## config.mk

```make
export PLATFORM = sky130hd
export DESIGN_NAME = utf16le_to_utf8_converter
export DESIGN_NICKNAME = d
export VERILOG_FILES = /design/src/rtl/u16u8_pkg.sv /design/src/rtl/u16u8_front.sv /design/src/rtl/u16u8_fifo.sv /design/src/rtl/u16u8_back.sv /design/src/rtl/utf16le_to_utf8_converter.sv
export VERILOG_INCLUDE_DIRS = /design/src /design/src/rtl
export SDC_FILE = /design/constraint.sdc
export NUM_CORES = 1
export LEC_CHECK = 0
export ABC_CLOCK_PERIOD_IN_PS = 4350
export CORE_AREA = 2 2 84 166
export DETAILED_ROUTE_END_ITERATION = 10
export DIE_AREA = 0 0 86 168
export DONT_BUFFER_PORTS = 1
export GPL_TIMING_DRIVEN = 0
export PLACE_DENSITY_LB_ADDON = 0.1
export SLEW_MARGIN = 5
export SYNTH_ARGS = -nofsm -noshare
export SYNTH_HDL_FRONTEND = slang
export SYNTH_SLANG_ARGS = --single-unit
```

## constraint.sdc

```tcl
create_clock -name clk_i -period 4.35 [get_ports clk_i]
set_input_delay 0.2175 -clock clk_i [delete_from_list [all_inputs] [get_ports clk_i]]
set_output_delay 0.2175 -clock clk_i [all_outputs]
set_load 0.005 [all_outputs]
```

## src/rtl/utf16le_to_utf8_converter_defines.svh

```systemverilog
// ---------------------------------------------------------------------------
// utf16le_to_utf8_converter assertion macros
// shared property wrappers, clocked on clk_i and muted while rst_ni is low
// ---------------------------------------------------------------------------
`ifndef UTF16LE_TO_UTF8_CONVERTER_DEFINES_SVH
`define UTF16LE_TO_UTF8_CONVERTER_DEFINES_SVH

// same-cycle implication
`define U16U8_ASSERT_SAME(lbl, ante, cons) \
  lbl: assert property (@(posedge clk_i) disable iff (!rst_ni) (ante) |-> (cons)) \
    else $error("u16u8 same-cycle check failed");

// next-cycle implication
`define U16U8_ASSERT_NEXT(lbl, ante, cons) \
  lbl: assert property (@(posedge clk_i) disable iff (!rst_ni) (ante) |=> (cons)) \
    else $error("u16u8 next-cycle check failed");

`endif

```

## src/rtl/u16u8_pkg.sv

```systemverilog
// ---------------------------------------------------------------------------
// u16u8_pkg
// shared types, constants and the bmp encoder of the utf-16 to utf-8 block
// ---------------------------------------------------------------------------
package u16u8_pkg;

  // largest byte burst of one transaction: replacement char plus a second one
  localparam int unsigned MaxBytes   = 6;
  localparam int unsigned CntW       = $clog2(MaxBytes + 1);
  localparam int unsigned IdxW       = $clog2(MaxBytes);
  localparam int unsigned QueueDepth = 2;
  localparam int unsigned QPtrW      = $clog2(QueueDepth);
  localparam int unsigned QCntW      = $clog2(QueueDepth + 1);

  // surrogate ranges by their top six bits
  localparam logic [5:0]  HighSurPrefix = 6'h36;
  localparam logic [5:0]  LowSurPrefix  = 6'h37;
  localparam logic [15:0] ReplChar      = 16'hFFFD;
  localparam logic [20:0] SuppBase      = 21'h010000;

  typedef struct packed {
    logic [15:0] code_unit;
    logic        last_unit;
  } in_item_t;

  typedef struct packed {
    logic [7:0] utf8_byte;
    logic       end_of_unit;
    logic       end_of_string;
  } out_item_t;

  // one classified transaction, byte 0 goes out first
  typedef struct packed {
    logic [MaxBytes-1:0][7:0] bytes;
    logic [CntW-1:0]          count;
    logic                     last;
  } job_t;

  typedef struct packed {
    logic [2:0][7:0] bytes;
    logic [1:0]      count;
  } seq3_t;

  // 1 to 3 byte encoding of a basic plane code point
  function automatic seq3_t encode_bmp(input logic [15:0] unit);
    seq3_t s;
    s = '0;
    if (unit[15:7] == 9'd0) begin
      s.bytes[0] = {1'b0, unit[6:0]};
      s.count    = 2'd1;
    end else if (unit[15:11] == 5'd0) begin
      s.bytes[0] = {3'b110, unit[10:6]};
      s.bytes[1] = {2'b10, unit[5:0]};
      s.count    = 2'd2;
    end else begin
      s.bytes[0] = {4'b1110, unit[15:12]};
      s.bytes[1] = {2'b10, unit[11:6]};
      s.bytes[2] = {2'b10, unit[5:0]};
      s.count    = 2'd3;
    end
    return s;
  endfunction

endpackage

```

## src/rtl/u16u8_front.sv

```systemverilog
// ---------------------------------------------------------------------------
// u16u8_front
// accepts code units, tracks the held high surrogate, builds byte jobs
// ---------------------------------------------------------------------------
module u16u8_front (
  input  logic                clk_i,
  input  logic                rst_ni,
  input  logic                in_valid_i,
  output logic                in_ready_o,
  input  u16u8_pkg::in_item_t in_data_i,
  input  logic                full_i,
  output logic                push_o,
  output u16u8_pkg::job_t     job_o,
  output logic                pending_o
);
  import u16u8_pkg::*;

  logic        pending_q, pending_d;
  logic [9:0]  high_bits_q, high_bits_d;
  logic        accept;
  logic        is_high, is_low, pair;
  logic [20:0] cp;
  seq3_t       sec, repl;
  job_t        job;

  assign is_high = (in_data_i.code_unit[15:10] == HighSurPrefix);
  assign is_low  = (in_data_i.code_unit[15:10] == LowSurPrefix);
  assign pair    = pending_q && is_low;
  assign cp      = SuppBase + {1'b0, high_bits_q, in_data_i.code_unit[9:0]};
  assign repl    = encode_bmp(ReplChar);

  assign in_ready_o = !full_i;
  assign accept     = in_valid_i && in_ready_o;

  always_comb begin
    // unit handled as if nothing were held
    if (is_high && !in_data_i.last_unit) begin
      sec = '0;
    end else if (is_high || is_low) begin
      sec = repl;
    end else begin
      sec = encode_bmp(in_data_i.code_unit);
    end

    job      = '0;
    job.last = in_data_i.last_unit;
    if (pair) begin
      job.bytes[0] = {5'b11110, cp[20:18]};
      job.bytes[1] = {2'b10, cp[17:12]};
      job.bytes[2] = {2'b10, cp[11:6]};
      job.bytes[3] = {2'b10, cp[5:0]};
      job.count    = CntW'(4);
    end else if (pending_q) begin
      job.bytes[2:0] = repl.bytes;
      job.bytes[5:3] = sec.bytes;
      job.count      = CntW'(3) + CntW'(sec.count);
    end else begin
      job.bytes[2:0] = sec.bytes;
      job.count      = CntW'(sec.count);
    end

    pending_d   = pending_q;
    high_bits_d = high_bits_q;
    if (accept) begin
      pending_d   = is_high && !in_data_i.last_unit;
      high_bits_d = pending_d ? in_data_i.code_unit[9:0] : 10'd0;
    end
  end

  assign push_o    = accept && (job.count != '0);
  assign job_o     = job;
  assign pending_o = pending_q;

  always_ff @(posedge clk_i or negedge rst_ni) begin
    if (!rst_ni) begin
      pending_q   <= 1'b0;
      high_bits_q <= '0;
    end else begin
      pending_q   <= pending_d;
      high_bits_q <= high_bits_d;
    end
  end

endmodule

```

## src/rtl/u16u8_fifo.sv

```systemverilog
// ---------------------------------------------------------------------------
// u16u8_fifo
// short job queue between the front and the byte serializer
// ---------------------------------------------------------------------------
module u16u8_fifo (
  input  logic            clk_i,
  input  logic            rst_ni,
  input  logic            push_i,
  input  u16u8_pkg::job_t push_data_i,
  output logic            full_o,
  input  logic            pop_i,
  output logic            empty_o,
  output u16u8_pkg::job_t head_o
);
  import u16u8_pkg::*;

  job_t             mem_q [QueueDepth];
  logic [QPtrW-1:0] wr_ptr_q, wr_ptr_d;
  logic [QPtrW-1:0] rd_ptr_q, rd_ptr_d;
  logic [QCntW-1:0] count_q, count_d;

  assign full_o  = (count_q == QCntW'(QueueDepth));
  assign empty_o = (count_q == '0);
  assign head_o  = mem_q[rd_ptr_q];

  assign wr_ptr_d = push_i ? wr_ptr_q + QPtrW'(1) : wr_ptr_q;
  assign rd_ptr_d = pop_i ? rd_ptr_q + QPtrW'(1) : rd_ptr_q;
  assign count_d  = count_q + QCntW'(push_i) - QCntW'(pop_i);

  always_ff @(posedge clk_i) begin
    if (push_i) begin
      mem_q[wr_ptr_q] <= push_data_i;
    end
  end

  always_ff @(posedge clk_i or negedge rst_ni) begin
    if (!rst_ni) begin
      wr_ptr_q <= '0;
      rd_ptr_q <= '0;
      count_q  <= '0;
    end else begin
      wr_ptr_q <= wr_ptr_d;
      rd_ptr_q <= rd_ptr_d;
      count_q  <= count_d;
    end
  end

endmodule

```

## src/rtl/u16u8_back.sv

```systemverilog
// ---------------------------------------------------------------------------
// u16u8_back
// walks the head job one byte a cycle into the output register if not stalled
// ---------------------------------------------------------------------------
module u16u8_back (
  input  logic                 clk_i,
  input  logic                 rst_ni,
  input  logic                 head_valid_i,
  input  u16u8_pkg::job_t      head_i,
  output logic                 pop_o,
  output logic                 out_valid_o,
  input  logic                 out_ready_i,
  output u16u8_pkg::out_item_t out_data_o
);
  import u16u8_pkg::*;

  logic [IdxW-1:0] idx_q, idx_d;
  logic            out_valid_q, out_valid_d;
  out_item_t       out_q, out_d;
  logic            load, is_last;

  assign load    = head_valid_i && (!out_valid_q || out_ready_i);
  assign is_last = (CntW'(idx_q) == head_i.count - CntW'(1));
  assign pop_o   = load && is_last;

  always_comb begin
    idx_d       = idx_q;
    out_valid_d = out_valid_q;
    out_d       = out_q;
    if (load) begin
      out_d.utf8_byte     = head_i.bytes[idx_q];
      out_d.end_of_unit   = is_last;
      out_d.end_of_string = is_last && head_i.last;
      out_valid_d         = 1'b1;
      idx_d               = is_last ? '0 : idx_q + IdxW'(1);
    end else if (out_ready_i) begin
      out_valid_d = 1'b0;
    end
  end

  always_ff @(posedge clk_i or negedge rst_ni) begin
    if (!rst_ni) begin
      idx_q       <= '0;
      out_valid_q <= 1'b0;
    end else begin
      idx_q       <= idx_d;
      out_valid_q <= out_valid_d;
    end
  end

  always_ff @(posedge clk_i) begin
    out_q <= out_d;
  end

  assign out_valid_o = out_valid_q;
  assign out_data_o  = out_q;

endmodule

```

## src/rtl/utf16le_to_utf8_converter.sv

```systemverilog
// ---------------------------------------------------------------------------
// utf16le_to_utf8_converter
// utf-16 code units in, utf-8 bytes out, with surrogate pairing and U+FFFD
// ---------------------------------------------------------------------------
//  channel | direction | payload      | handshake
//  --------+-----------+--------------+----------------------
//  in      | input     | in_item_t    | in_valid_i / in_ready_o
//  out     | output    | out_item_t   | out_valid_o / out_ready_i
//
// - one input transaction a cycle while the job queue has room; a transaction
//   yields 0 to 6 output bytes, one byte a cycle while out_ready_i holds
// - sustained input rate is set by the byte serializer: 1 to 3 bytes per
//   basic plane unit, 4 per surrogate pair, up to 6 for broken pairs
// - reset clears the held surrogate, the job queue and the output valid flag
// - a stalled output fills the two-entry queue, then in_ready_o drops
// ---------------------------------------------------------------------------
`include "utf16le_to_utf8_converter_defines.svh"

module utf16le_to_utf8_converter (
  input  logic                 clk_i,
  input  logic                 rst_ni,
  input  logic                 in_valid_i,
  output logic                 in_ready_o,
  input  u16u8_pkg::in_item_t  in_data_i,
  output logic                 out_valid_o,
  input  logic                 out_ready_i,
  output u16u8_pkg::out_item_t out_data_o
);
  import u16u8_pkg::*;

  // front to queue
  logic push;
  job_t push_job;
  logic full;
  // queue to back
  logic empty;
  logic pop;
  job_t head;
  // held high surrogate, for checks
  logic pending;
  // input transaction terms, for checks
  logic in_fire;
  logic fresh_high;

  // front: classify the unit, pair surrogates, build the byte job
  u16u8_front u_front (
    .clk_i      (clk_i),
    .rst_ni     (rst_ni),
    .in_valid_i (in_valid_i),
    .in_ready_o (in_ready_o),
    .in_data_i  (in_data_i),
    .full_i     (full),
    .push_o     (push),
    .job_o      (push_job),
    .pending_o  (pending)
  );

  // short job queue decouples classification from byte output
  u16u8_fifo u_fifo (
    .clk_i       (clk_i),
    .rst_ni      (rst_ni),
    .push_i      (push),
    .push_data_i (push_job),
    .full_o      (full),
    .pop_i       (pop),
    .empty_o     (empty),
    .head_o      (head)
  );

  // back: serialize the head job through the output register
  u16u8_back u_back (
    .clk_i        (clk_i),
    .rst_ni       (rst_ni),
    .head_valid_i (!empty),
    .head_i       (head),
    .pop_o        (pop),
    .out_valid_o  (out_valid_o),
    .out_ready_i  (out_ready_i),
    .out_data_o   (out_data_o)
  );

  assign in_fire    = in_valid_i && in_ready_o;
  // high surrogate with nothing held and more units to come
  assign fresh_high = !pending && (in_data_i.code_unit[15:10] == HighSurPrefix) &&
                      !in_data_i.last_unit;

  // a finished job always leaves its closing byte in the output register
  `U16U8_ASSERT_NEXT(a_pop_marks_end, pop, out_valid_o && out_data_o.end_of_unit)
  // the last unit of a string never leaves a surrogate held
  `U16U8_ASSERT_NEXT(a_last_clears_hold, in_fire && in_data_i.last_unit, !pending)
  // a fresh high surrogate that is not last is held and queues nothing
  `U16U8_ASSERT_SAME(a_high_no_push, in_fire && fresh_high, !push)

endmodule

```

# == After elaboration in Yosys (flattened, before gate mapping) ==
# Memories as Yosys holds them, arrays and structs flattened.
# Index checks and enable logic that the tools add are counted.
# word_totals
latchBits,0
register_bits,29
memories,1
rom_bits,0
out_inout_bits,12
in_bits,21
ram_bits,104
# mem_list
memory,words,word_bits,rd,rd_ports_with_merged_regs,write_ports,line_no,text
u_fifo.mem_q,2,52,1,0,1,u16u8_fifo.sv:17,job_t mem_q [QueueDepth];
# classes
add_sub_neg,8
bitwise_logic,0
mux,18
multipliers,0
n_shift,0
n_reduce_logical,18
div,0
n_eq_ne,4
order_cmp,1
# op_table
cell,n
26-bit 2-to-1 mux,2
16-bit 2-to-1 mux,3
35-bit 2-to-1 mux,1
27-bit 2-to-1 mux,1
8-bit binary-select mux with 3-bit select,1
24-bit 2-to-1 mux,1
"17-bit by 20-bit adder with 21-bit output, first input constant",1
10-bit 2-to-1 mux,2
8-bit 2-to-1 mux,2
"6-bit == test, second input constant",2
9-bit logical NOT,1
1-bit logical AND,7
5-bit logical NOT,1
1-bit logical NOT,4
"3-bit by 4-bit < comparator with 1-bit output, second input constant",1
1-bit 2-to-1 mux,4
"2-bit by 2-bit adder with 3-bit output, first input constant",1
"3-bit by 1-bit adder with 3-bit output, second input constant",1
3-bit == test,1
3-bit 2-to-1 mux,1
3-bit nonzero test,1
"3-bit by 1-bit subtractor with 3-bit output, second input constant",1
"1-bit adder, second input constant",2
2-bit by 1-bit adder with 2-bit output,1
5 further kinds,6

# == Longest topological paths before layout ==
# Gate-level depths: netlist of the first run.
# depth
ltp_word,12
depth_mapped,12

# == By module ==
# From an unflattened synthesis of the first run, not the netlist that was laid out.
# unflattened
hier_cells,459
hier_area_um2,6582.6
# modules_own_cells
mod,seq_area_each_um2,cells_each,area_each_um2,n_inst
u16u8_fifo,3223.1,177,4200.3,1
u16u8_front,275.3,203,1411.4,1
u16u8_back,400.4,78,967.2,1
utf16le_to_utf8_converter,0.0,1,3.8,1

# == Worst setup path after synthesis of the first run ==
# OpenSTA, ideal clock, no wires.
# synth_timing
kind,register to register
from,reg u_fifo.count_q[1]
to,"mem u_fifo.mem_q[0][0] in the netlist's numbering, enable pin"
stages_incl_launch_ff,5
n_path_buf,0
period_less_slack_ps,3199
arrival_ps,2747
setup_ps,452
t_required_ps,3898
slack_ps,1151
path_cell_list,dfrtp_1 nand2b_1 and2_1 o21ai_2 nor2_1
# synth_via
elab_chain_cells,6
# synth_rtl
item,line_no,text
from (decl),u16u8_fifo.sv:20,"logic [QCntW-1:0] count_q, count_d;"
from (signal assigned),u16u8_fifo.sv:44,count_q <= count_d;
2-bit == test,u16u8_fifo.sv:22,assign full_o = (count_q == QCntW'(QueueDepth));
1-bit logical NOT,u16u8_front.sv:32,assign in_ready_o = !full_i;
named net in_ready_o,utf16le_to_utf8_converter.sv:23,"output logic in_ready_o,"
1-bit logical AND,u16u8_front.sv:33,assign accept = in_valid_i && in_ready_o;
1-bit logical AND,u16u8_front.sv:70,assign push_o = accept && (job.count != '0);
1-bit 2-to-1 mux,u16u8_fifo.sv:31,if (push_i) begin
1-bit 2-to-1 mux (implied by the code),u16u8_fifo.sv:32,mem_q[wr_ptr_q] <= push_data_i;
to (decl),u16u8_fifo.sv:17,
# The timed path passes the listed nets, and every way through them passes these cells.

# == Final worst setup path of the first run ==
# layout_timing
from,reg u_fifo.rd_ptr_q
to,reg u_fifo.count_q[1]
# layout_via
elab_chain_cells,5
# layout_rtl
item,line_no,text
from (decl),u16u8_fifo.sv:19,"logic [QPtrW-1:0] rd_ptr_q, rd_ptr_d;"
from (signal assigned),u16u8_fifo.sv:43,rd_ptr_q <= rd_ptr_d;
memory 2 x 52 bit,-,
3-bit by 1-bit subtractor with 3-bit output,u16u8_back.sv:23,assign is_last = (CntW'(idx_q) == head_i.count - CntW'(1));
3-bit == test,u16u8_back.sv:23,
1-bit logical AND,u16u8_back.sv:24,assign pop_o = load && is_last;
named net pop,utf16le_to_utf8_converter.sv:37,logic pop;
2-bit by 1-bit subtractor with 2-bit output,u16u8_fifo.sv:28,assign count_d = count_q + QCntW'(push_i) - QCntW'(pop_i);
named net u_fifo.count_d[1],u16u8_fifo.sv:20,
# The timed path passes the listed nets, and every way through them passes these cells.
# A chain may end at the register's enable or synchronous reset.

==> flow_summary.yaml, run 1 <==
timing:
  timing_worst_slew_pin_value_ns: 1.001
  maxSlewHeadroom: 0.3303
  worst_clock_skew_ns: 0.008365
  final_period_minus_worst_setup_slack_ns: 2.994
  fin_hold_ws_ns: 0.01162
  post_route_worst_setup_slack_ns: 1.356
  max_clock_freq_mhz: 334.0
  hold_viol_final: 0
  layout_worst_path_cycle_share: 0.6883
  rsz0062_at_grt: "false"
  report.final.setup_viol: 0
  drv_slew: 0
power:
  vdd.ir_drop.worst_v: 0.0003234
  total_power_mw: 4.231
  static-leakage-power_nw: 2.449
  power_density_nw_per_um2: 636.8
final_layout:
  post_route_cells_drive_above_1_share: 0.1726
  final_common_cell: "edfxtp_1"
  finalNetCount: 465
  layout.area.seq_um2: 3598
  multi_input_gate_area_in_the_final_layout_um2: 1889
  fillerInstances: 1148
  num_antenna_cells: 0
  final_cell_mix: "104 x edfxtp_1, 32 x nand2_1, 20 x mux4_2"
  area.growth.synth_to_final_pct: 17.50
  final_area_um2: 6644
placed_design:
  post_dp_cell_area_um2: 5903
  buffer_ports.inserted: 0
  hpwlAfterDp_um: 10400
  dp_slack_ns: 1.315
  gpl.final_weighted_congestion: 0.9696
critical_path:
  start_kind: "register"
  regToRegStartpoint: "u_fifo.rd_ptr_q$_DFFE_PN0P_"
  ff2ff_setup_slack_ns: 1.36
  worstPathMaxFanout: 10
  timing.setup.critical_path_class: "register to register"
  worstSetupEndpointType: "register"
  worstSetupStartpoint: "u_fifo.rd_ptr_q$_DFFE_PN0P_"
  critPathArrivalTime_ns: 3.33
  critical_path_required_ns: 4.68
  timing.rr.end: "u_fifo.count_q[1]$_DFF_PN0_"
  cell_count_of_the_worst_reg_to_reg_path: 12
global_route:
  antenna_violations_before_repair: 0
  global_route_wire_length_before_repair_um: 22220
  largest_net_degree_at_the_start_of_global_routing: 32
  gr-usage-all-layers: 0.2110
  vias_in_the_first_global_route: 3717
  grt_overflow_total: 0
routing:
  post_drt_via_cell_ratio: 5.990
  drt_first_pass_iters: 5
  routed-via-count: 3636
  final_antenna_net_count: 0
  drt-total-wl_um: 14320
  initialDrtViolationCount: 300
  number_of_design_rule_violations_left_after_detail_routing: 0
  route.detailed.wl_per_inst_um: 23.59
logic_synthesis:
  post_synth_and_or_nand_nor_area_fraction: 0.1093
  post_synth_instance_area_um2: 5654
  synth.avg_cell_area_um2: 14.00
  synthXorXnorAreaFrac: 0.01704
  synth-compound-area-share: 0.08763
  yosys.area_share.adder: 0.01106
  yosys_register_bits: 123
  mux_cell_area_share_after_synthesis: 0.1064
  syn_nets: 430
  synth-async-reset-ratio: 0.1545
  synth_seq_area_share: 0.6364
  synth_top_family_by_area: "simple AND/OR/NAND/NOR gates"
  postSynthCellCount: 404
  synth-main-ff-cell: "edfxtp_1"
  synth_edf_count: 104
  synth_cell_type_count: 54
  ys_warn_count: 0
clock_tree:
  post_cts_buffers: 0
  cts_inserted_buffers: 17
  hold_buffers: 14
  ctsRootBufferMaster: "clkbuf_16"
  tritoncts_clock_tree: "done"
  cts_max_path_buffers: 2
  clock_latency_ns: 0.41
  htreeDepth: 4
  cts_resized: 0
  clock_sink_total: 123
  clkTransAtPathRegs_ns: 0.06
die:
  floorplan.die.height_um: 168
  top_level_ports: 33
  chipWidth_um: 86
  design.core.area_um2: 13290
  row_count: 60
  initial_core_util: 0.4255
  design.die.area_um2: 14450
worst_hold_path:
  worst_hold_startpoint: "out_ready_i"
  min_path_cells: 2
  hold_end: "u_back.out_valid_o$_DFFE_PN0P_"
  hp-class: "input port to register"
flow_run:
  cap_viol_max_count: 0
status:
  run_status: "completed"
==> per-layer routing <==
layer  track usage  vias up  share of wire
li1              -     1642              -
met1        0.2606     1854           0.40
met2        0.3579      120           0.53
met3       0.04461       20          0.047
met4       0.08144        0          0.024
met5             0        -              0
==> where the power goes <==
| group | internal, mW | total, mW | switching [mW] |
|---|---|---|---|
| Clock | 0.903 | 1.42 | 0.518 |
| Sequential | 1.63 | 1.73 | 0.0930 |
| Combinational | 0.453 | 1.08 | 0.631 |
==> layout make-up <==
cell class	count	share of cell area
Clock inverter	14	0.02580
Timing Repair Buffer	16	0.02712
Sequential cell	123	0.5416
Clock buffer	18	0.06460
Multi-Input combinational cell	239	0.2844
Buffer	24	0.01714
Inverter	18	0.01017
Tap cell	155	0.02919
==> cell usage after synthesis (all sizes together) (2+ instances only) <==
| cell type | count | area, um^2 |
|---|---|---|
| o22a | 6 | 52.55 |
| o22ai | 8 | 50.05 |
| nand2b | 4 | 25.02 |
| dfrtp | 19 | 475.5 |
| nor4 | 4 | 61.31 |
| nor3 | 19 | 111.4 |
| and3 | 4 | 25.02 |
| edfxtp | 104 | 3123 |
| xor2 | 4 | 35.03 |
| o21ai | 20 | 103.9 |
| nor2b | 4 | 25.02 |
| o221a | 4 | 45.04 |
| a31o | 2 | 17.52 |
| o211a | 2 | 20.02 |
| clkbuf | 10 | 37.54 |
| nand2 | 32 | 120.1 |
| xnor2 | 7 | 61.31 |
| mux4 | 20 | 450.4 |
| a21oi | 10 | 50.05 |
| nand4 | 6 | 43.79 |
| nand3 | 18 | 90.09 |
| a2bb2oi | 3 | 26.28 |
| nor2 | 19 | 71.32 |
| inv | 17 | 63.81 |
| a21o | 4 | 30.03 |
| mux2i | 14 | 140.1 |
| ha | 5 | 62.56 |
| a31oi | 5 | 31.28 |
| o31ai | 2 | 15.01 |
| buf | 14 | 76.32 |
==> stage by stage <==
step | TNS, ns | util | std cells
floorplan | 0 | - | 404
global placement | -15.39 | 0.4401 | 559
detailed placement | 0 | 0.4443 | 561
CTS | 0 | 0.5000 | 607
global route | 0 | 0.5000 | 607
finish | 0 | 0.5000 | 607
==> worst max-delay path by stage <==
stage | cells past startpoint | slack, ns | endpoint
after CTS | 12 | 1.29 | u_fifo.count_q[1]$_DFF_PN0_
after detailed placement | 12 | 1.32 | u_fifo.count_q[1]$_DFF_PN0_
final | 12 | 1.36 | u_fifo.count_q[1]$_DFF_PN0_
after global routing | 12 | 1.09 | u_fifo.count_q[1]$_DFF_PN0_
after global placement | 4 | -0.21 | u_fifo.mem_q[0][24]$_DFFE_PP_
after floorplan | 4 | 1.15 | u_fifo.mem_q[0][0]$_DFFE_PP_
==> cells by family after synthesis <==
family | after synthesis
flops | 123
simple gates | 116
compound gates | 72
buf+inv | 42
mux | 35
xor+xnor | 11
fa+ha+maj | 5
==> sequential cells by signal (all words and copies together), names as in the netlist <==
register and cells:
u_back.out_data_o 10, u_back.idx_q 3, u_fifo.wr_ptr_q 1, u_fifo.mem_q 94
u_front.high_bits_q 10, u_front.pending_o 1, u_back.out_valid_o 1, u_fifo.count_q 2
u_fifo.rd_ptr_q 1
==> worst max-delay path, cell delays in order (launching register included) <==
cell and delay, ns:
dfrtp_1 0.32, buf_4 0.25, buf_2 0.40, mux2i_1 0.25
ha_1 0.18, xor2_1 0.19, xnor2_1 0.17, nor4_4 0.40
ha_1 0.30, inv_1 0.05, ha_1 0.14, xnor2_1 0.14
xnor2_1 0.14
No activity file was read; power rests on OpenSTA's default activity.
==> run 2, diff against run 1 <==
ABC_CLOCK_PERIOD_IN_PS = 2800   (was 4350)
clock period = 2.8 ns   (was 4.35 ns; I/O delays follow)
==> flow_summary.yaml, run 2 (synthesis gave the netlist of run 1 again) <==
critical_path:
  cpPeakStageDelay_ns: 0.37
  cell_count_of_the_worst_reg_to_reg_path: 12
  worstSetupEndpointType: "register"
  timing.rr.end: "u_fifo.count_q[1]$_DFF_PN0_"
  ff2ff_setup_slack_ns: 0.22
  critical_path_required_ns: 3.13
  timing.setup.critical_path_class: "register to register"
  crit_slowest_cell: "dfrtp_1"
  regToRegStartpoint: "u_fifo.rd_ptr_q$_DFFE_PN0P_"
  timing.critical_path.cells: "buf_12 -> buf_12 -> mux2i_1 -> ha_2 -> xor2_2 -> xnor2_2 -> nor4_4 -> ha_1 -> inv_1 -> ha_1 -> xnor2_1 -> xnor2_1"
  worstPathMaxFanout: 10
  start_kind: "register"
  critPathArrivalTime_ns: 2.91
timing:
  final_period_minus_worst_setup_slack_ns: 2.576
  timing_worst_slew_pin_value_ns: 1.011
  worst_clock_skew_ns: 0.009437
  max_clock_freq_mhz: 388.2
  maxSlewHeadroom: 0.3239
  report.final.setup_viol: 0
  rsz0062_at_grt: "false"
  drv_slew: 0
  hold_viol_final: 0
  layout_worst_path_cycle_share: 0.9200
  setup-tns-final_ns: 0
final_layout:
  num_antenna_cells: 0
  final_cell_mix: "104 x edfxtp_1, 32 x nand2_1, 20 x mux4_2"
  final_common_cell: "edfxtp_1"
  post_layout_nonfiller_instances: 611
  area.growth.synth_to_final_pct: 18.88
  largest_register_ffs: 94
  finalNetCount: 469
  registers.top_by_ff_count: "u_fifo.mem_q"
  post_route_cells_drive_above_1_share: 0.1842
worst_hold_path:
  hold_end: "u_fifo.mem_q[1][33]$_DFFE_PP_"
  worst_hold_startpoint: "in_data_i[6]"
  min_path_cells: 1
  hp-class: "input port to register"
die:
  floorplan.die.height_um: 168
  chipWidth_um: 86
  initial_core_util: 0.4255
  design.die.area_um2: 14450
  row_count: 60
  top_level_ports: 33
  design.core.area_um2: 13290
global_route:
  vias_in_the_first_global_route: 3698
  antenna_violations_before_repair: 0
  global_route_wire_length_before_repair_um: 22290
  grt_overflow_total: 0
  largest_net_degree_at_the_start_of_global_routing: 32
  gr-usage-all-layers: 0.2117
clock_tree:
  cts_inserted_buffers: 17
  clkTransAtPathRegs_ns: 0.06
  clock_latency_ns: 0.41
  htreeDepth: 4
  cts_max_path_buffers: 2
  tritoncts_clock_tree: "done"
  clock_sink_total: 123
  ctsRootBufferMaster: "clkbuf_16"
routing:
  initialDrtViolationCount: 270
  number_of_design_rule_violations_left_after_detail_routing: 0
  drt_first_pass_iters: 4
  route.detailed.wl_per_inst_um: 23.59
  final_antenna_net_count: 0
  post_drt_via_cell_ratio: 5.921
  drt-total-wl_um: 14410
  routed-via-count: 3618
flow_run:
  cap_viol_max_count: 0
power:
  power_density_nw_per_um2: 993.7
  power.share.clock: 0.331
  switchingPower_mw: 1.959
  combinationalPowerShare: 0.266
  netSwitchingFraction: 0.2933
  vdd.ir_drop.worst_v: 0.0005029
  internal-power_mw: 4.720
  static-leakage-power_nw: 2.481
  power.sequential.fraction: 0.403
placed_design:
  post-place-cells: 561
  hpwlAfterDp_um: 10400
  gpl.final_weighted_congestion: 0.9696
  buffer_ports.inserted: 0
status:
  run_status: "completed"
[run 2: cell count changes in the layout (fill, tap and decap cells not counted), sizes merged]
cell,previous run,this run
dlygate4sd3,14,15
buf,16,19
[run 2: power by group through the flow]
stage                     logic [mW]  registers, mW  clock network (mW)
after floorplan                 1.23           2.70                   0
after global placement          1.62           2.74                   0
after detailed placement        1.70           2.72                   0
after CTS                       1.74           2.69                2.24
after global routing            1.95           2.73                2.32
final                           1.78           2.69                2.21
[run 2: critical path, delay by kind of cell (launching register included)]
| family | cells | cell delay (ns) |
|---|---|---|
| adders and majority gates | 3 | 0.65 |
| xor gates and xnor gates | 4 | 0.60 |
| DFF | 1 | 0.37 |
| and+or+nand+nor | 1 | 0.37 |
| buffers and inverters | 3 | 0.31 |
| muxes | 1 | 0.22 |
[run 2: worst max-delay path by stage]
stage                                            from                            end  slack, ns  cells after the start
after global routing      u_fifo.rd_ptr_q$_DFFE_PN0P_    u_fifo.count_q[1]$_DFF_PN0_       0.05                     12
after CTS                 u_fifo.rd_ptr_q$_DFFE_PN0P_    u_fifo.count_q[1]$_DFF_PN0_       0.05                     11
after global placement                  in_data_i[15]  u_fifo.mem_q[0][24]$_DFFE_PP_      -1.69                      4
after detailed placement  u_fifo.rd_ptr_q$_DFFE_PN0P_    u_fifo.count_q[1]$_DFF_PN0_      -0.23                     12
after floorplan           u_fifo.count_q[1]$_DFF_PN0_   u_fifo.mem_q[0][0]$_DFFE_PP_      -0.40                      4
final                     u_fifo.rd_ptr_q$_DFFE_PN0P_    u_fifo.count_q[1]$_DFF_PN0_       0.22                     12
[run 2: routing by layer]
metal	share of wire	GRT usage	routed length, um	vias up
li1	-	-	-	1642
met1	0.41	0.2632	5863	1844
met2	0.53	0.3596	7634	112
met3	0.042	0.04363	608	20
met4	0.021	0.07867	308	0
met5	0	0	0	-
[run 2: repair_timing]
action | in CTS | in global routing
endpoints found under the setup margin | 2 | 1
gates resized for setup | 2 | 8
hold buffers | 15 | 0
pin swaps | 1 | 2
hold endpoints to repair | 35 | 0
gates cloned | 0 | 0
buffers inserted | 1 | 2
[run 2: cell type report]
type	count	area, um^2
Buffer	24	141.4
Clock buffer	18	429.2
Clock inverter	14	171.4
Fill cell	1140	6566
Inverter	18	67.56
Multi-Input combinational cell	239	1907
Sequential cell	123	3598
Tap cell	155	193.9
Timing Repair Buffer	20	212.7
[run 2: per-stage QoR]
step / cell area, um^2 / hold slack [ns] / setup slack (ns) / utilization / power, mW
2_1_floorplan: 5654 / -0.1556 / -0.3990 / - / 3.924
3_3_place_gp: 5848 / -0.1549 / -1.687 / 0.4401 / 4.361
3_5_place_dp: 5903 / -0.1549 / -0.2345 / 0.4443 / 4.421
4_1_cts: 6668 / 0.003274 / 0.05087 / 0.5018 / 6.674
5_1_grt: 6721 / 0.008029 / 0.04739 / 0.5058 / 7.003
6_report: 6721 / 0.01612 / 0.2241 / 0.5058 / 6.679
